File: src/rtl/core/dda_pkg.sv
// shared package for the differential drive odometry block
// holds fixed-point constants, the sequencer state type and the cordic arctangent table
// no dependencies
package dda_pkg;

	localparam int CORDIC_STEPS_DEFAULT = 24;
	localparam int DIV_BITS = 64;

	// register indexes on the configuration port
	localparam logic [1:0] REG_METERS_PER_TICK = 2'd0;
	localparam logic [1:0] REG_INV_WHEEL_BASE  = 2'd1;

	localparam logic [31:0] METERS_PER_TICK_RST = 32'd214175;
	localparam logic [31:0] INV_WHEEL_BASE_RST  = 32'd113743820;

	localparam logic signed [33:0] CORDIC_GAIN  = 34'sd652032874;
	localparam logic signed [33:0] Q30_ONE      = 34'sd1073741824;
	localparam logic signed [33:0] RAD_TO_BAM   = 34'sd683565276;
	localparam logic signed [33:0] USEC_PER_SEC = 34'sd1000000;

	typedef enum logic [4:0] {
		ST_IDLE,
		ST_PREP,
		ST_MUL_TRAV,
		ST_MUL_DIFF,
		ST_SAT_DIFF,
		ST_MUL_R_HI,
		ST_MUL_R_LO,
		ST_ACC_R,
		ST_MUL_B_HI,
		ST_MUL_B_LO,
		ST_ACC_B,
		ST_ROT1_START,
		ST_ROT1_WAIT,
		ST_MUL_DX,
		ST_MUL_DY,
		ST_CAP_DY,
		ST_ACCUM,
		ST_ROT2_START,
		ST_ROT2_WAIT,
		ST_VEL_LO,
		ST_VEL_HI,
		ST_VEL_ACC,
		ST_DIV_START,
		ST_DIV_WAIT,
		ST_DONE
	} dda_state_t;

	// arctangent of 2^-k as binary angle
	function automatic logic [31:0] atan_bam(input logic [4:0] k);
		logic [31:0] v;
		begin
			unique case (k)
				5'd0: v = 32'h20000000;
				5'd1: v = 32'h12E4051E;
				5'd2: v = 32'h09FB385B;
				5'd3: v = 32'h051111D4;
				5'd4: v = 32'h028B0D43;
				5'd5: v = 32'h0145D7E1;
				5'd6: v = 32'h00A2F61E;
				5'd7: v = 32'h00517C55;
				5'd8: v = 32'h0028BE53;
				5'd9: v = 32'h00145F2F;
				5'd10: v = 32'h000A2F98;
				5'd11: v = 32'h000517CC;
				5'd12: v = 32'h00028BE6;
				5'd13: v = 32'h000145F3;
				5'd14: v = 32'h0000A2FA;
				5'd15: v = 32'h0000517D;
				5'd16: v = 32'h000028BE;
				5'd17: v = 32'h0000145F;
				5'd18: v = 32'h00000A30;
				5'd19: v = 32'h00000518;
				5'd20: v = 32'h0000028C;
				5'd21: v = 32'h00000146;
				5'd22: v = 32'h000000A3;
				5'd23: v = 32'h00000051;
				5'd24: v = 32'h00000029;
				5'd25: v = 32'h00000014;
				5'd26: v = 32'h0000000A;
				5'd27: v = 32'h00000005;
				5'd28: v = 32'h00000003;
				5'd29: v = 32'h00000001;
				5'd30: v = 32'h00000001;
				default: v = 32'h00000000;
			endcase
			return v;
		end
	endfunction

endpackage

File: src/rtl/core/dda_cordic.sv
// iterative cordic rotator, one micro-rotation per cycle
// depends on dda_pkg for the gain and the arctangent table
module dda_cordic #(
	parameter int STEPS = dda_pkg::CORDIC_STEPS_DEFAULT
) (
	input  logic               clk,
	input  logic               arst_n,
	input  logic               start,
	input  logic [31:0]        angle,
	output logic               done,
	output logic signed [31:0] cos_out,
	output logic signed [31:0] sin_out
);

	localparam int CW = $clog2(STEPS);

	logic                run_q, fin_q, done_q, flip_q;
	logic [CW-1:0]       cnt_q;
	logic signed [33:0]  x_q, y_q, z_q;
	logic signed [31:0]  cos_q, sin_q;
	logic signed [33:0]  sx, sy, at, xf, yf;
	logic [31:0]         ang_rot, ang_fold;
	logic                flip;

	// fold the angle into the right half plane
	always_comb begin
		ang_rot  = angle + 32'h4000_0000;
		flip     = ang_rot[31];
		ang_fold = angle ^ {flip, 31'b0};
	end

	// shifted terms for the current step
	always_comb begin
		sx = y_q >>> cnt_q;
		sy = x_q >>> cnt_q;
		at = {2'b00, dda_pkg::atan_bam(5'(cnt_q))};
		xf = flip_q ? -x_q : x_q;
		yf = flip_q ? -y_q : y_q;
	end

	function automatic logic signed [31:0] clamp_q30(input logic signed [33:0] v);
		logic signed [33:0] r;
		begin
			if (v > dda_pkg::Q30_ONE) begin
				r = dda_pkg::Q30_ONE;
			end else if (v < -dda_pkg::Q30_ONE) begin
				r = -dda_pkg::Q30_ONE;
			end else begin
				r = v;
			end
			return r[31:0];
		end
	endfunction

	// control: run STEPS micro-rotations, then unfold and clamp
	always_ff @(posedge clk or negedge arst_n) begin
		if (!arst_n) begin
			run_q  <= 1'b0;
			fin_q  <= 1'b0;
			done_q <= 1'b0;
			cnt_q  <= '0;
		end else begin
			done_q <= 1'b0;
			if (start) begin
				run_q <= 1'b1;
				cnt_q <= '0;
			end else if (run_q) begin
				if (cnt_q == CW'(STEPS - 1)) begin
					run_q <= 1'b0;
					fin_q <= 1'b1;
				end else begin
					cnt_q <= cnt_q + 1'b1;
				end
			end else if (fin_q) begin
				fin_q  <= 1'b0;
				done_q <= 1'b1;
			end
		end
	end

	// datapath
	always_ff @(posedge clk) begin
		if (start) begin
			x_q    <= dda_pkg::CORDIC_GAIN;
			y_q    <= '0;
			z_q    <= {{2{ang_fold[31]}}, ang_fold};
			flip_q <= flip;
		end else if (run_q) begin
			if (!z_q[33]) begin
				x_q <= x_q - sx;
				y_q <= y_q + sy;
				z_q <= z_q - at;
			end else begin
				x_q <= x_q + sx;
				y_q <= y_q - sy;
				z_q <= z_q + at;
			end
		end else if (fin_q) begin
			cos_q <= clamp_q30(xf);
			sin_q <= clamp_q30(yf);
		end
	end

	assign done    = done_q;
	assign cos_out = cos_q;
	assign sin_out = sin_q;

endmodule

File: config.mk
export PLATFORM = sky130hd
export DESIGN_NAME = dda_cordic
export DESIGN_NICKNAME = d
export VERILOG_FILES = /design/src/rtl/core/dda_pkg.sv /design/src/rtl/core/dda_cordic.sv
export SDC_FILE = /design/constraint.sdc
export NUM_CORES = 1
export LEC_CHECK = 0
export ABC_AREA = 0
export ABC_CLOCK_PERIOD_IN_PS = 8800
export BUFFER_PORTS_ARGS = -buffer_cell sky130_fd_sc_hd__buf_2
export CORE_MARGIN = 8
export CORE_UTILIZATION = 60
export DETAILED_ROUTE_END_ITERATION = 16
export PLACE_DENSITY_LB_ADDON = 0.12
export SLEW_MARGIN = 20
export SYNTH_ARGS = -nofsm -noshare
export SYNTH_HDL_FRONTEND = slang
export SYNTH_SLANG_ARGS = --single-unit
File: constraint.sdc
create_clock -name clk -period 8.8 [get_ports clk]
set_input_delay 1.76 -clock clk [delete_from_list [all_inputs] [get_ports clk]]
set_output_delay 1.76 -clock clk [all_outputs]
set_load 0.01 [all_outputs]
### Yosys cells after proc, flatten, opt, wreduce, memory -nomap -nowiden

Memories as Yosys holds them, arrays and structs flattened.
Cells that the tools add are included.

| operators by class | value |
|---|---|
| $add $sub $neg | 10 |
| order comparisons | 4 |
| equality and inequality tests | 3 |
| shift operators | 2 |
| multiplexer cells | 20 |
| bitwise gates (word level) | 3 |
| reductions and logical operators | 6 |

Operators with widths:

| kind | count |
|---|---|
| $mux 34 | 7 |
| $add 34x34->34 | 2 |
| $gt 34x32->1 const B | 2 |
| $lt 34x31->1 const B | 2 |
| $neg 34->34 | 2 |
| $sshr 34x5->34 | 2 |
| $sub 34x34->34 | 2 |
| $mux 32 | 2 |
| $add 34x33->34 | 1 |
| $sub 34x33->34 | 1 |
| $add 32x31->32 const B | 1 |
| $xor 32x32->32 | 1 |
| $mux 5 | 3 |
| $mux 1 | 8 |
| $add 5x1->5 const B | 1 |
| $eq 5x5->1 const B | 1 |
| $reduce_and 2->1 | 2 |
| $reduce_or 2->1 | 2 |
| $reduce_and 3->1 | 1 |
| $ne 2x1->1 const B | 1 |
| $ne 2x2->1 const B | 1 |
| $not 1->1 | 2 |
| $reduce_bool 2->1 | 1 |

| word-level totals | value |
|---|---|
| flip-flop bits (word level) | 175 |
| bits in read-only memories | 960 |
| input port bits | 35 |
| output and inout bits | 65 |
| word-level logic and storage cells | 61 |
| memories | 1 |

Memories:

| name | words | bits a word | rd ports | clocked after Yosys merged registers in | wr ports | line | source |
|---|---|---|---|---|---|---|---|
| (no name shown) | 32 | 30 | 1 | 0 | 0 | dda_pkg.sv:53 | `unique case (k)` |

### Depth between registers and ports, before layout

An unclocked memory read counts as a cell.

| depth | value |
|---|---|
| depth after elaboration | 5 |
| mapped depth | 28 |
| depth with buffers taken out | 23 |

### Worst setup path before layout

No wires, ideal clock.

| timing path | value |
|---|---|
| kind | reg2reg |
| start | register cnt_q[0] |
| end | register z_q[33], data pin |
| setup time | 260 ps |
| arrival | 6041 ps |
| data required time | 8540 ps |
| slack | 2499 ps |
| cell stages (with the launch flop) | 28 |
| path buffers | 5 |
| period minus slack after synthesis | 6301 ps |
| path through | dfrtp_1 -> buf_4 -> inv_2 -> clkbuf_1 -> clkbuf_1 -> ha_1 -> clkbuf_1 -> mux4_2 -> nor2_1 -> nor2_1 -> inv_1 -> ha_1 -> and3_1 -> and3_1 -> clkbuf_1 -> nor2_1 -> xnor2_1 -> ha_1 -> a21o_1 -> a21o_1 -> a221oi_1 -> nor2_1 -> or3b_2 -> o211ai_1 -> nand3_1 -> a41oi_1 -> xnor2_1 -> mux2_2 |

| between the ends | value |
|---|---|
| longest elaborated chain between the ends | 5 |
| elaborated cells between the ends (all ways) | 6 |
| classes of those cells | add/sub (2); mux (3); memory (1) |

Ends and longest elaborated chain:

| what | line | source |
|---|---|---|
| start, declared | dda_cordic.sv:18 | `logic [CW-1:0] cnt_q;` |
| start signal, assigned | dda_cordic.sv:72 | `cnt_q <= cnt_q + 1'b1;` |
| $mem_v2 32x30 * | -- |  |
| $sub 34x33->34 or $add 34x33->34 (tied branches) | dda_cordic.sv:92, dda_cordic.sv:96 |  |
| $mux 34 * | dda_cordic.sv:89 | `if (!z_q[33]) begin` |
| $mux 34 * | dda_cordic.sv:88 | `end else if (run_q) begin` |
| $mux 34 * | dda_cordic.sv:83 | `if (start) begin` |
| end signal, assigned | dda_cordic.sv:86 | `z_q <= {{2{ang_fold[31]}}, ang_fold};` |
| end signal, assigned | dda_cordic.sv:92 | `z_q <= z_q - at;` |
| end signal, assigned | dda_cordic.sv:96 | `z_q <= z_q + at;` |
| end, declared | dda_cordic.sv:19 | `logic signed [33:0] x_q, y_q, z_q;` |

Every way passes the cells marked *; elsewhere a longest branch is shown, timed or not. The select of a mux whose other input is x is not followed.
A chain may end at the register's enable or synchronous reset.

### Worst setup path after layout

| timing path | value |
|---|---|
| start | register cnt_q[1] |
| end | register y_q[33] |

| between the ends | value |
|---|---|
| longest elaborated chain between the ends | 3 |
| elaborated cells between the ends (all ways) | 4 |
| classes of those cells | add/sub (2); shift (1); mux (1) |

Ends and longest elaborated chain:

| what | line | source |
|---|---|---|
| $sshr 34x5->34 * | dda_cordic.sv:35 | `sy = x_q >>> cnt_q;` |
| $add 34x34->34 or $sub 34x34->34 (tied branches) | dda_cordic.sv:91, dda_cordic.sv:95 |  |
| $mux 34 * | dda_cordic.sv:89 |  |
| end signal, assigned | dda_cordic.sv:91 | `y_q <= y_q + sy;` |
| end signal, assigned | dda_cordic.sv:95 | `y_q <= y_q - sy;` |
| end, declared | dda_cordic.sv:19 |  |

Every way passes the cells marked *; elsewhere a longest branch is shown, timed or not.

==> results by stage <==
Status:
- The flow ran to the end, and the final reports show no timing, DRC or antenna violations.

Pwr:
- The maximum resistive drop on vdd is around 0.33 mV.
- The total power after layout is 10.2 mW.
- The analysis attributes to cell leakage a power of approximately 9.2 nW.
- The cell area power density is 454 nW/um2.

Placement:
- Detailed placement ended at an HPWL of approximately 54,000 um.
- The number of cells in the design after placement is roughly 3,000.
- The cell area reported after detailed placement is 21,900 um2.
- The count of port buffers added during placement is 99.
- Routability-driven placement finished with a final weighted congestion of approximately 1.0.

Route:
- The detailed router finished its first iteration with 1,934 violations.
- Dividing the detail-routed wire length by the instance count gives ~24 um.
- Once detail routing completed, the nets flagged for antenna violations numbered 0.
- The overall via count from detail_route is between 20,000 and 25,000.
- Wires add up to about 73,000 um.
- The iteration count of the initial detailed-routing pass is 6.
- The mean number of vias per cell is between 6 and 7.
- For this run, design rule violations remaining after detail routing come to 0.

Min path:
- Along the worst hold path, the cell count comes to 1.
- The worst hold path belongs to the class reg2reg.

STA:
- The final-report hold violation count is 0.
- At the pin with the least slew margin, the transition time is 1150 ps.
- The smallest clock period supported by the final layout is computed as 7490 ps.
- The count of final max-slew check failures is 0.
- Final hold analysis gives a worst-case slack of 507 ps.
- Setup repair after global routing left no endpoint under its margin.
- The worst pin sits at a relative slew slack of 22.8%.
- The final number of setup-violating endpoints is 0.
- Setup total negative slack on the finished layout was measured at 0 ps.
- Based on the critical path, the design can be clocked at up to 0.133 GHz.
- The final worst clock skew is 12.9 ps.
- The post-route fraction of the period consumed by the critical path is 85.1%.

Layout:
- The top cell types in the final layout, fill and taps aside, are nor2_1, nand2_1, a21oi_1.
- The finished layout holds 3,017 standard cells, fillers aside.
- The post-route netlist has 14.0% of its cells at a drive strength greater than 1.
- Once layout is done, the placed cells without fillers occupy approximately 23,000 um2.
- The layout-stage area growth over the synthesis result is 5.22%.
- The library cell used most frequently in the layout, excluding fill and tap cells, is nor2_1.
- In the final design database the tool counted ~2,700 nets.

Setup path:
- The kind of critical path is reg2reg.
- At the worst endpoint, the required time is just over 9000 ps.
- The arrival time of data at the critical path endpoint is 7850 ps.
- The endpoint class of the critical path is a register.
- Along the worst path, the maximum fanout reaches 53.
- Measured in cells, the most critical reg-to-reg path has a length of 21.
- The critical path startpoint category is a register.

Yosys:
- The fraction of synthesis flops using an asynchronous set or reset pin is 4.57%.
- Sorting the synthesized cells by area gives the leading types as edfxtp_1, mux4_2, ha_1.
- The post-synthesis net count is between 2,000 and 3,000.
- In the synthesized netlist, the number of instances is between 2,000 and 3,000.
- In this run the cell area of the synthesized design comes to about 21,000 um2.
- The dominant register cell in the synthesized netlist is edfxtp_1.
- The count of flip-flops with a built-in enable after synthesis is just under 100.
- The synthesized design devotes to its leading area cell type 13.9% of total area.
- The synthesized design spends more area on one cell type than any other, namely edfxtp_1.
- The number of flip-flops and latches in the synthesized netlist is 175.
- Counting distinct cell types in the post-synthesis netlist gives 88.
- Of the synthesized area, sequential elements account for 21.2%.
- The number of warnings printed during yosys synthesis is 0.
- The average instance in the mapped netlist occupies roughly 8.3 um2.

Clock network:
- The maximum clock path buffer count is 2.
- The number of buffers inserted for hold repair after clock tree synthesis is 0.
- After clock tree synthesis, the repair step resized 0 gates.
- The clock reaches the later pin of the worst-skew pair after 470 ps.
- In this run, CTS created clock tree buffers numbering 17.
- The clock net in this run drives a total of approximately 180 sinks.
- The number of H-tree levels is 4.
- After clock tree synthesis, the setup repair step added 0 buffers.
- TritonCTS built the clock tree.
- The tree is rooted in a clkbuf_16.
- The clock transition at the registers of the reported paths is approximately 70 ps.

GRT:
- Entering global routing, the biggest net connects 96 pins.
- The via count of the first global-routing pass is 19,993.
- Across every metal layer, demand over resource in global routing totals 34.1%.
- The number of antenna violations at the first check in global routing came to 1.
- For this run the aggregate overflow at the end of global routing stands at 0.
- The first global-routing pass estimated between 100,000 and 150,000 um of wire.

Die:
- The die footprint is 42,000 um2.
- The core area is 35,400 um2.
- Row generation in the floorplan step produced 69 rows.
- The width of the die is 205 um.
- The starting density of the core is 60.5%.
- The total I/O pin count is 100.
- The chip height is 205 um.

Job:
- The max-capacitance violation count is 0.
-- Yosys cell counts, types with 17 or more instances --
| cell | count |
|---|---|
| buf_1 | 29 |
| xnor2_1 | 113 |
| and2_1 | 24 |
| a211oi_1 | 33 |
| xor2_1 | 119 |
| o211ai_1 | 23 |
| ha_1 | 116 |
| o21ai_0 | 152 |
| mux4_2 | 77 |
| a21oi_1 | 167 |
| clkbuf_1 | 151 |
| and3_1 | 31 |
| nand2_1 | 227 |
| buf_2 | 17 |
| o22ai_1 | 25 |
| mux2_2 | 56 |
| nand2b_1 | 37 |
| nand3_1 | 49 |
| o21bai_1 | 17 |
| a31oi_1 | 40 |
| edfxtp_1 | 99 |
| nor2_1 | 282 |
| or3_1 | 26 |
| nor3_1 | 46 |
| nand4_1 | 18 |
| nor2b_1 | 23 |
| mux2i_1 | 79 |
| inv_1 | 58 |
| dfxtp_1 | 68 |
| o31ai_1 | 27 |
| a21o_1 | 60 |
-- per-layer routing --
layer / part of all wire (%) / vias to the layer above / global-route usage, % / wire, um
li1: - / 9558 / - / -
met1: 37 / 9987 / 41.0 / 27300
met2: 47 / 1108 / 56.3 / 34800
met3: 9.9 / 230 / 7.53 / 7290
met4: 5.4 / 2 / 18.8 / 3930
met5: 0.015 / - / 0 / 11
-- cell type report --
type	count	area (um2)
inverters	62	233
multi-input cells	2144	15800
repair buffers	142	821
clock buffers	18	429
clock inverters	14	154
well taps	461	577
fillers	3051	12900
diodes	1	2.50
flip-flops and latches	175	4550
-- cell families after synthesis --
| group | share of synthesized area [%] |
|---|---|
| flip-flops | 21.2 |
| AO/OA/AOI/OAI | 22.3 |
| buffers and inverters | 5.35 |
| adder cells (fa/ha/maj) | 7.06 |
| AND/OR/NAND/NOR | 18.8 |
| multiplexers | 15.8 |
| XOR/XNOR | 9.49 |
-- through the flow --
step | setup slack (ps) | utilization, %
floorplan | 2500 | -
global placement | 1660 | 62.0
CTS | 1390 | 63.6
global route | 852 | 63.6
finish | 1310 | 63.6
detailed placement | 1410 | 62.0
-- critical path: stages, from the launching register on --
cell	delay, ps
dfrtp_4	910
buf_4	680
mux4_1	630
mux2i_1	260
o21ai_0	170
or4_4	580
nor4_2	450
nand4b_1	330
nor4_1	510
nand2b_1	120
mux2_2	280
a22oi_1	150
ha_1	330
and3_1	240
and4_1	190
o21ai_0	120
a21oi_1	160
o41ai_1	470
o2bb2ai_1	190
nand2_1	70
mux2i_1	170
mux2_1	330
-- flip-flops by register name (all words and copies together), names as in the netlist --
register	count
x_q	34
y_q	34
z_q	34
cos_out	32
sin_out	32
cnt_q	5
done	1
fin_q	1
flip_q	1
run_q	1
-- path summary, 6_finish.rpt --
check,startpoint,endpoint,slack (ps)
worst min register to register,fin_q$_DFFE_PN0P_,done$_DFF_PN0_,510
worst min-delay path,fin_q$_DFFE_PN0P_,done$_DFF_PN0_,510
min in group asynchronous,arst_n,cnt_q[2]$_DFFE_PN0P_,1130
worst max register to register,cnt_q[1]$_DFFE_PN0P_,y_q[33]$_SDFFE_PP0P_,1310
worst max-delay path,cnt_q[1]$_DFFE_PN0P_,y_q[33]$_SDFFE_PP0P_,1310
max in group asynchronous,arst_n,cnt_q[0]$_DFFE_PN0P_,7480
-- power breakdown --
| part | internal, mW | switching (mW) |
|---|---|---|
| clock | 0.423 | 0.380 |
| combinational | 3.36 | 4.31 |
| sequential | 1.18 | 0.567 |
Note: power is estimated with default switching activity, not from simulation.
