==> config.mk <==
export PLATFORM = sky130hd
export DESIGN_NAME = dda_div
export DESIGN_NICKNAME = d
export VERILOG_FILES = /design/src/rtl/core/dda_pkg.sv /design/src/rtl/core/dda_div.sv
export SDC_FILE = /design/constraint.sdc
export NUM_CORES = 1
export LEC_CHECK = 0
export ABC_AREA = 1
export BUFFER_PORTS_ARGS = -buffer_cell sky130_fd_sc_hd__buf_2
export CORE_MARGIN = 5
export CORE_UTILIZATION = 56
export CTS_CLUSTER_DIAMETER = 40
export DETAILED_ROUTE_END_ITERATION = 7
export PLACE_DENSITY = 0.81
export SLEW_MARGIN = 20
export SYNTH_ARGS = -nofsm -noshare
export SYNTH_HDL_FRONTEND = slang
export SYNTH_SLANG_ARGS = --single-unit
export TNS_END_PERCENT = 10
==> constraint.sdc <==
create_clock -name clk -period 3.95 [get_ports clk]
set_clock_uncertainty 0.1 [all_clocks]
set_input_delay 0.79 -clock clk [delete_from_list [all_inputs] [get_ports clk]]
set_output_delay 0.79 -clock clk [all_outputs]
set_load 0.03 [all_outputs]
==> src/rtl/core/dda_pkg.sv <==
// shared package for the differential drive odometry block
// holds fixed-point constants, the sequencer state type and the cordic arctangent table
// no dependencies
package dda_pkg;

	localparam int CORDIC_STEPS_DEFAULT = 24;
	localparam int DIV_BITS = 64;

	// register indexes on the configuration port
	localparam logic [1:0] REG_METERS_PER_TICK = 2'd0;
	localparam logic [1:0] REG_INV_WHEEL_BASE  = 2'd1;

	localparam logic [31:0] METERS_PER_TICK_RST = 32'd214175;
	localparam logic [31:0] INV_WHEEL_BASE_RST  = 32'd113743820;

	localparam logic signed [33:0] CORDIC_GAIN  = 34'sd652032874;
	localparam logic signed [33:0] Q30_ONE      = 34'sd1073741824;
	localparam logic signed [33:0] RAD_TO_BAM   = 34'sd683565276;
	localparam logic signed [33:0] USEC_PER_SEC = 34'sd1000000;

	typedef enum logic [4:0] {
		ST_IDLE,
		ST_PREP,
		ST_MUL_TRAV,
		ST_MUL_DIFF,
		ST_SAT_DIFF,
		ST_MUL_R_HI,
		ST_MUL_R_LO,
		ST_ACC_R,
		ST_MUL_B_HI,
		ST_MUL_B_LO,
		ST_ACC_B,
		ST_ROT1_START,
		ST_ROT1_WAIT,
		ST_MUL_DX,
		ST_MUL_DY,
		ST_CAP_DY,
		ST_ACCUM,
		ST_ROT2_START,
		ST_ROT2_WAIT,
		ST_VEL_LO,
		ST_VEL_HI,
		ST_VEL_ACC,
		ST_DIV_START,
		ST_DIV_WAIT,
		ST_DONE
	} dda_state_t;

	// arctangent of 2^-k as binary angle
	function automatic logic [31:0] atan_bam(input logic [4:0] k);
		logic [31:0] v;
		begin
			unique case (k)
				5'd0: v = 32'h20000000;
				5'd1: v = 32'h12E4051E;
				5'd2: v = 32'h09FB385B;
				5'd3: v = 32'h051111D4;
				5'd4: v = 32'h028B0D43;
				5'd5: v = 32'h0145D7E1;
				5'd6: v = 32'h00A2F61E;
				5'd7: v = 32'h00517C55;
				5'd8: v = 32'h0028BE53;
				5'd9: v = 32'h00145F2F;
				5'd10: v = 32'h000A2F98;
				5'd11: v = 32'h000517CC;
				5'd12: v = 32'h00028BE6;
				5'd13: v = 32'h000145F3;
				5'd14: v = 32'h0000A2FA;
				5'd15: v = 32'h0000517D;
				5'd16: v = 32'h000028BE;
				5'd17: v = 32'h0000145F;
				5'd18: v = 32'h00000A30;
				5'd19: v = 32'h00000518;
				5'd20: v = 32'h0000028C;
				5'd21: v = 32'h00000146;
				5'd22: v = 32'h000000A3;
				5'd23: v = 32'h00000051;
				5'd24: v = 32'h00000029;
				5'd25: v = 32'h00000014;
				5'd26: v = 32'h0000000A;
				5'd27: v = 32'h00000005;
				5'd28: v = 32'h00000003;
				5'd29: v = 32'h00000001;
				5'd30: v = 32'h00000001;
				default: v = 32'h00000000;
			endcase
			return v;
		end
	endfunction

endpackage

==> src/rtl/core/dda_div.sv <==
// restoring divider, one quotient bit per cycle, 64 by 32 bits unsigned
// depends on dda_pkg for the dividend width
module dda_div (
	input  logic        clk,
	input  logic        arst_n,
	input  logic        start,
	input  logic [63:0] dividend,
	input  logic [31:0] divisor,
	output logic        done,
	output logic [63:0] quotient
);

	logic        run_q, done_q;
	logic [5:0]  cnt_q;
	logic [31:0] rem_q, den_q;
	logic [63:0] quo_q;
	logic [32:0] sh, sub;
	logic        ge;

	// trial subtraction
	always_comb begin
		sh  = {rem_q, quo_q[63]};
		sub = sh - {1'b0, den_q};
		ge  = sh >= {1'b0, den_q};
	end

	always_ff @(posedge clk or negedge arst_n) begin
		if (!arst_n) begin
			run_q  <= 1'b0;
			done_q <= 1'b0;
			cnt_q  <= '0;
		end else begin
			done_q <= 1'b0;
			if (start) begin
				run_q <= 1'b1;
				cnt_q <= '0;
			end else if (run_q) begin
				if (cnt_q == 6'(dda_pkg::DIV_BITS - 1)) begin
					run_q  <= 1'b0;
					done_q <= 1'b1;
				end else begin
					cnt_q <= cnt_q + 1'b1;
				end
			end
		end
	end

	// dividend shifts out as quotient bits shift in
	always_ff @(posedge clk) begin
		if (start) begin
			rem_q <= '0;
			den_q <= divisor;
			quo_q <= dividend;
		end else if (run_q) begin
			rem_q <= ge ? sub[31:0] : sh[31:0];
			quo_q <= {quo_q[62:0], ge};
		end
	end

	assign done     = done_q;
	assign quotient = quo_q;

endmodule
After elaboration in Yosys (flattened, before gate mapping) --
Index checks and enable logic that the tools add are counted.
Cells by class: add/sub/neg operators 2, reduce and logical (&&, ||, !) cells 2, magnitude comparators 1, muxes and demuxes 12, eq/ne operators 2
Operators with widths (number):
- 64-bit 2-to-1 mux | 2
- 33-bit by 32-bit greater-or-equal comparator with 1-bit output | 1
- 32-bit 2-to-1 mux | 1
- 32-bit subtractor | 1
- 6-bit 2-to-1 mux | 3
- 6-bit by 1-bit adder with 6-bit output (second input constant) | 1
- 6-bit == test (second input constant) | 1
- 1-bit 2-to-1 mux | 6
- 2-bit != test (second input constant) | 1
- 2-bit AND reduction | 1
- 2-bit nonzero test | 1
Storage, ports and cells: flip-flop bits (word level) 136, output and inout bits 65, input port bits 99

Longest topological paths before layout --
Gate-level depths: netlist of the first run.
depth after elaboration 4, depth in mapped cells 17, mapped depth without buffers 16

Worst setup path after synthesis of the first run --
Ideal clock, no wire load.
kind input to register, start point input port start, end point register quo_q[0], in the netlist quotient[0], enable pin, arrival time 3.164 ns, path slack 0.233 ns, required time 3.396 ns, stages on the path 4, setup time 0.454 ns, cells stage by stage nor2_1 -> inv_1 -> clkbuf_1 -> clkbuf_1
Between the ends: word-level cells in the longest chain between the ends 1
RTL lines:
- start, declared | RTL line dda_div.sv:6 | input logic start,
- 2-bit nonzero test (no source line)
- end signal, assigned | RTL line dda_div.sv:53 | quo_q <= dividend;
- end signal, assigned | RTL line dda_div.sv:56 | quo_q <= {quo_q[62:0], ge};
- end, declared | RTL line dda_div.sv:16 | logic [63:0] quo_q;
No other way between the ends. A chain may end at the register's enable or synchronous reset.

Worst setup path in the final report of the first run --
start point input port start, end point register cnt_q[5]
Between the ends: word-level cells in the longest chain between the ends 2
RTL lines:
- 2-bit != test (no source line) or 2-bit nonzero test (tied branches)
- 2-bit AND reduction (no source line)
- end signal, assigned | RTL line dda_div.sv:42 | cnt_q <= cnt_q + 1'b1;
- end, declared | RTL line dda_div.sv:14 | logic [5:0] cnt_q;
Parallel ways exist; a longest one is shown, timed or not.

==> results.ini, run 1 <==
[synthesis]
synth_area_um2 = 8090
syn_inst = 1103
yosysWarningCount = 0
synth_cell_types = 35
ys_ff_latch = 136
synth.net_count = 1236
synth.avg_cell_area_um2 = 7.33
ys_seq_area_share_pct = 46.0

[clocking]
clockBufferDepth = 2
cts_hold_buf = 0
post_cts_resized = 0
cts_root_buf = clkbuf_16
cts_tree = built
htree_num_levels = 4
cts_buffers = 17
clkTransAtPathRegs_ns = 0.06
clock_latency_ns = 0.43
clock-sinks = 136
cts_setup_buffers = 0

[power_and_ir_drop]
p_switching_uw = 2610
power.share.clock_pct = 25.2
internal_power_uw = 3740
ir_worst_vdd_v = 0.000378
p_leak_uw = 0.00526
p_sw_share_pct = 41.2
combPwrFrac_pct = 44.3
p_seq_share_pct = 30.6
powerDensity_nw_per_um2 = 659
total_power_uw = 6350

[floorplan]
die_y_um = 130
die_area_um2 = 16900
std_cell_rows = 44
io_pins = 164
core_area_um2 = 14400
initial_utilization_pct = 56.3
die_x_um = 130

[setup_path]
cp-start-kind = input port
worstRegToRegCells = 13
worstPathRequired_ns = 4.20
cp.arrival_ns = 2.96
cp-startpoint = start
worstPathMaxFanout = 34
critical_path_class = input port to flip-flop
r2r_start = den_q[2]
cp-endpoint = cnt_q[5]
cp-end-kind = flip-flop
reg2reg_slack_ns = 1.27
timing.rr.end = rem_q[17]

[timing]
setup_tns_ns = 0
slew_violations = 0
period_needed_ns = 2.71
slew_headroom_pct = 52.6
setup_violations = 0
fmax_mhz = 369
final_hold_viol_count = 0
grt_setup_unrepaired = no
worst_pin_slew_ns = 0.711
period_share_pct = 68.6

[global_route]
track_usage_pct = 25.7
grt_pass1_vias = 7093
grt_max_degree = 70
grt_pass1_wl_um = 34000
gr-total-overflow = 0
antenna_found_initial = 0

[drt]
first_pass_iters = 5
vias = 7379
viasPerCell = 5.06
wl_per_cell_um = 14.3
ant_nets = 0
drtIter0Drc = 590
wl_um = 20800
drc = 0

[place]
place.gp.congestion = 0.972
io_buffers = 163
dp_hpwl_um = 14900

[cells_and_area]
diodes = 0
nFillCells = 1224
drive_gt1_share_pct = 16.9
areaGrowthSynthToFinish_pct = 19.1
final_util_pct = 67.0
nets = 1395

[hold_path]
holdCritPathClass = input port to async pin

[run_status]
status = complete, no violations

[job]
drv_cap = 0

==> how the worst min path moves through the flow <==
stage | from | end | cells past startpoint
after floorplan | cnt_q[5] | cnt_q[5] | 1
after global placement | rem_q[21] | rem_q[21] | 2
after detailed placement | rem_q[21] | rem_q[21] | 2
after CTS | arst_n | done | 1
after global routing | arst_n | cnt_q[1] | 1
final | arst_n | done | 1
==> cells in the mapped netlist (all sizes together) <==
cell type	count	area (µm²)
buf	16	91.3
nor2	48	183
nand2	498	1890
a31oi	1	6.26
dfxtp	32	641
o21ai	24	120
nand4	1	6.26
xor2	1	8.76
xnor2	13	114
and3	1	6.26
nand3b	22	165
clkbuf	14	52.6
a211oi	1	7.51
ha	33	413
a21oi	26	141
nand3	77	390
inv	175	657
nor3	9	50.1
dfrtp	8	200
edfxtp	96	2880
and2	2	12.5
o21bai	3	22.5
clkinv	1	3.75
fa	1	20.0
==> through the flow <==
stage | instance area (µm²) | instances | setup slack [ns] | hold WS [ns]
final | 9630 | 1459 | 1.24 | 0.0946
after global routing | 9630 | 1459 | 0.866 | 0.0869
after CTS | 9630 | 1459 | 1.21 | 0.0915
after detailed placement | 9050 | 1427 | 0.799 | 0.362
after global placement | 9050 | 1427 | 0.929 | 0.358
after floorplan | 8090 | 1103 | 0.233 | 0.334
==> layer usage <==
| layer | vias up | track usage (%) | share of wire, % |
|---|---|---|---|
| met5 | - | 0 | 0 |
| met4 | 0 | 8.07 | 1.9 |
| met3 | 36 | 8.43 | 8.7 |
| met2 | 286 | 42.0 | 48 |
| met1 | 3310 | 32.5 | 42 |
| li1 | 3747 | - | - |
==> worst max-delay path, stage by stage <==
cell and delay, ns:
buf_4 0.35, nor2_1 0.08, buf_4 0.22, inv_2 0.43
o21ai_0 0.26, inv_1 0.22, nand3_1 0.14, nor2_1 0.16
o21ai_0 0.10, a21oi_1 0.18
==> cells by family (layout without fill, tap and decap cells) <==
kind of cell             Yosys count  count (layout)  synth area share [%]
XOR/XNOR                          14              14                  1.52
flip-flops                       136             136                  46.0
AO/OA/AOI/OAI                     55              55                  3.68
buffers and inverters            206             378                  9.95
AND/OR/NAND/NOR                  658             658                  33.5
adder cells (fa/ha/maj)           34              34                  5.35
==> flip-flops by register name, summed over array words and instances (netlist names) <==
signal / cells
cnt_q: 6
den_q: 32
done: 1
quotient: 64
rem_q: 32
run_q: 1
==> placed cells by master (no fill, tap or decap), types with 22 or more instances in the layout <==
cell,n
nand2_1,492
inv_1,171
buf_2,162
edfxtp_1,96
nand3_1,76
nor2_1,47
ha_1,33
dfxtp_1,32
a21oi_1,25
nand3b_1,22
==> power by group through the flow <==
stage	Clock, µW	Sequential (µW)	Combinational (µW)
global placement	0	1960	2730
CTS	1610	1940	2790
finish	1600	1940	2810
detailed placement	0	1960	2770
global route	1690	1970	3190
floorplan	0	2060	2050
==> final cells by class <==
type / instances / area, µm² / share of cell area [%]
well taps: 184 / 230 / 2.39
repair buffers: 170 / 871 / 9.04
multi-input cells: 761 / 3560 / 37.0
clock inverters: 13 / 145 / 1.51
inverters: 176 / 661 / 6.86
clock buffers: 19 / 443 / 4.60
flip-flops and latches: 136 / 3720 / 38.6
No activity file was read; power rests on OpenSTA's default activity.
==> run 2, diff against run 1 <==
--- a/config.mk
+++ b/config.mk
@@ -5,13 +5,13 @@
 export SDC_FILE = /design/constraint.sdc
 export NUM_CORES = 1
 export LEC_CHECK = 0
-export ABC_AREA = 1
+export ABC_AREA = 0
 export BUFFER_PORTS_ARGS = -buffer_cell sky130_fd_sc_hd__buf_2
 export CORE_MARGIN = 5
-export CORE_UTILIZATION = 56
+export CORE_UTILIZATION = 50
 export CTS_CLUSTER_DIAMETER = 40
 export DETAILED_ROUTE_END_ITERATION = 7
-export PLACE_DENSITY = 0.81
+export PLACE_DENSITY = 0.77
 export SLEW_MARGIN = 20
 export SYNTH_ARGS = -nofsm -noshare
 export SYNTH_HDL_FRONTEND = slang
==> constraint.sdc (replaced) <==
create_clock -name clk -period 2.2 [get_ports clk]
set_clock_uncertainty 0.1 [all_clocks]
set_input_delay 0.44 -clock clk [delete_from_list [all_inputs] [get_ports clk]]
set_output_delay 0.44 -clock clk [all_outputs]
set_load 0.03 [all_outputs]
==> results.ini, run 2 <==
[cells_and_area]
largest_register_ffs = 64  ; unchanged
drive_gt1_share_pct = 50.2  ; was 16.9%
nets = 1132  ; was 1,395
seqCellArea_um2 = 3720  ; unchanged
final_common_cell = buf_2  ; was nand2_1
areaGrowthSynthToFinish_pct = 39.3  ; was 19.1%
multiInputGateArea_um2 = 3970  ; was 3560 µm²
layout_common_cells = buf_2, buf_4, edfxtp_1  ; was nand2_1, inv_1, buf_2
instances_no_fill = 1199  ; was 1,459
final_util_pct = 71.0  ; was 67.0%
postLayoutCellArea_um2 = 10700  ; was 9630 µm²
diodes = 0  ; unchanged
nFillCells = 1044  ; was 1,224

[hold_path]
holdCritPathClass = input port to flip-flop  ; was input port to async pin
whs_path_depth = 1

[synthesis]
ys_seq_area_share_pct = 48.3  ; was 46.0%
synth.area.top_cells = edfxtp_1, mux2_2, dfxtp_1  ; was edfxtp_1, nand2_1, inv_1
synth.net_count = 824  ; was 1,236
ys.flop_type = edfxtp_1  ; unchanged
synth_cell_types = 75  ; was 35
synth.most_common_cell = edfxtp_1  ; was nand2_1
ys_top_cells_by_count = edfxtp_1, nand2_1, mux2_2, nor2_1, inv_1  ; was nand2_1, inv_1, edfxtp_1, nand3_1, nor2_1
ys_async_sr_fraction_pct = 5.88  ; unchanged
syn_inst = 691  ; was 1,103
synth_area_um2 = 7710  ; was 8090 µm²
synth.top_cell.area_share_pct = 37.4  ; was 35.6%
synth.largest_area_cell = edfxtp_1  ; unchanged
synth_edf_count = 96  ; unchanged
yosysWarningCount = 0  ; unchanged
ys_ff_latch = 136  ; unchanged
synth.avg_cell_area_um2 = 11.2  ; was 7.33 µm²

[global_route]
antenna_found_initial = 0  ; unchanged
gr-total-overflow = 0  ; unchanged
grt_max_degree = 45  ; was 70
grt_pass1_wl_um = 33200  ; was 34,000 µm
track_usage_pct = 23.0  ; was 25.7%
grt_pass1_vias = 6774  ; was 7,093

[setup_path]
worstPathRequired_ns = 2.41  ; was 4.20 ns
worstPathMaxFanout = 4  ; was 34
cp-end-kind = flip-flop  ; unchanged
cp-start-kind = flip-flop  ; was input port
worstRegToRegCells = 11  ; was 13
critical_path_class = flip-flop to flip-flop  ; was input port to flip-flop
cp.arrival_ns = 2.97  ; was 2.96 ns

[timing]
period_needed_ns = 2.75
slew_violations = 0  ; unchanged
period_share_pct = 125
hold-worst-slack_ns = 0.0853  ; was 0.0946 ns
fmax_mhz = 363
grt_setup_unrepaired = yes  ; was no
layout_setup_ws_ns = -0.554  ; was 1.24 ns
slew_headroom_pct = 58.2  ; was 52.6%
setup_violations = 33  ; was 0
final_hold_viol_count = 0  ; unchanged
worst_pin_slew_ns = 0.625  ; was 0.711 ns

[floorplan]
std_cell_rows = 45  ; was 44
core_area_um2 = 15100  ; was 14,400 µm²
io_pins = 164  ; unchanged
die_y_um = 134  ; was 130 µm
initial_utilization_pct = 50.9  ; was 56.3%
die_x_um = 134  ; was 130 µm
die_area_um2 = 18000  ; was 16,900 µm²

[drt]
first_pass_iters = 7  ; was 5
viasPerCell = 5.57  ; was 5.06
wl_per_cell_um = 17.5  ; was 14.3 µm
drtIter0Drc = 451  ; was 590
ant_nets = 0  ; unchanged
vias = 6679  ; was 7,379
drc = 0  ; unchanged
wl_um = 21000  ; was 20,800 µm

[run_status]
status = finished with violations  ; was complete, no violations
violations = setup timing

[place]
io_buffers = 163  ; unchanged
place_area_um2 = 9750  ; was 9050 µm²
dp_hpwl_um = 15300  ; was 14,900 µm
place.gp.congestion = 0.922  ; was 0.972
placed_cells = 1161  ; was 1,427

[power_and_ir_drop]
p_leak_uw = 0.00479  ; was 0.00526 µW
ir_worst_vdd_v = 0.000931  ; was 0.000378 V
powerDensity_nw_per_um2 = 1190  ; was 659 nW/µm²

[clocking]
clkTransAtPathRegs_ns = 0.06  ; about the same
clock_latency_ns = 0.43  ; about the same
clock-sinks = 136  ; unchanged
cts_tree = built  ; unchanged
htree_num_levels = 4  ; unchanged
cts_root_buf = clkbuf_16  ; unchanged
clockBufferDepth = 2  ; unchanged
cts_buffers = 17  ; unchanged

[job]
drv_cap = 0  ; unchanged

-- run 2: kinds of logic after synthesis --
kind of cell | synth area share (%)
and+or+nand+nor | 11.9
AOI/OAI and AO/OA | 16.7
DFF | 48.3
buffers and inverters | 5.42
muxes | 9.89
adders and majority gates | 5.61
xor gates and xnor gates | 2.16
-- run 2: repair_timing --
item                                    4_1_cts  5_1_grt
buffers inserted                              6        0
gates resized for setup                      43       37
hold buffers                                  1        0
endpoints found under the setup margin       33       33
endpoints found under the hold margin         8        0
pin swaps                                    23       17
-- run 2: area by class of cell --
type,count,area share (%)
Multi-Input combinational cell,480,36.9
Sequential cell,136,34.6
Timing Repair Buffer,323,19.6
Clock buffer,18,3.99
Tap cell,188,2.19
Inverter,41,1.47
Clock inverter,13,1.12
-- run 2: worst max-delay path, stage by stage, from the launching register on --
cell and delay [ns]:
edfxtp_1 0.42, inv_2 0.09, ha_4 0.19, nor2b_4 0.12, o31a_1 0.29, o2111ai_4 0.28, a21oi_2 0.12, buf_4 0.15
o31ai_4 0.27, a21oi_1 0.11, mux2_4 0.28, o31a_1 0.23
-- run 2: final timing paths --
path | slack, ns | start | end
worst min-delay path | 0.09 | divisor[11] | den_q[11]
worst max register to register | -0.55 | den_q[1] | rem_q[30]
min in group asynchronous | 0.32 | arst_n | cnt_q[2]
worst min register to register | 0.39 | rem_q[5] | rem_q[5]
worst max-delay path | -0.55 | den_q[1] | rem_q[30]
max in group asynchronous | 1.50 | arst_n | cnt_q[5]
-- run 2: power by group --
group | internal [µW] | switching [µW]
Sequential | 3230 | 302
Combinational | 3360 | 3220
Clock | 1560 | 1130
Total | 8140 | 4650
-- run 2: stage by stage --
step	power (µW)	setup TNS, ns	worst slack (ns)
global route	13500	-18.48	-0.637
finish	12800	-15.66	-0.554
floorplan	6890	-17.80	-0.617
detailed placement	9370	-20.25	-0.763
global placement	9260	-17.62	-0.619
CTS	12500	-16.44	-0.584
-- run 2: layer usage --
layer | GRT usage (%) | vias to the layer above | part of all wire, %
li1 | - | 3190 | -
met5 | 0 | - | 0
met1 | 27.6 | 3200 | 41
met3 | 7.76 | 33 | 8.0
met4 | 7.35 | 0 | 1.6
met2 | 39.0 | 256 | 50
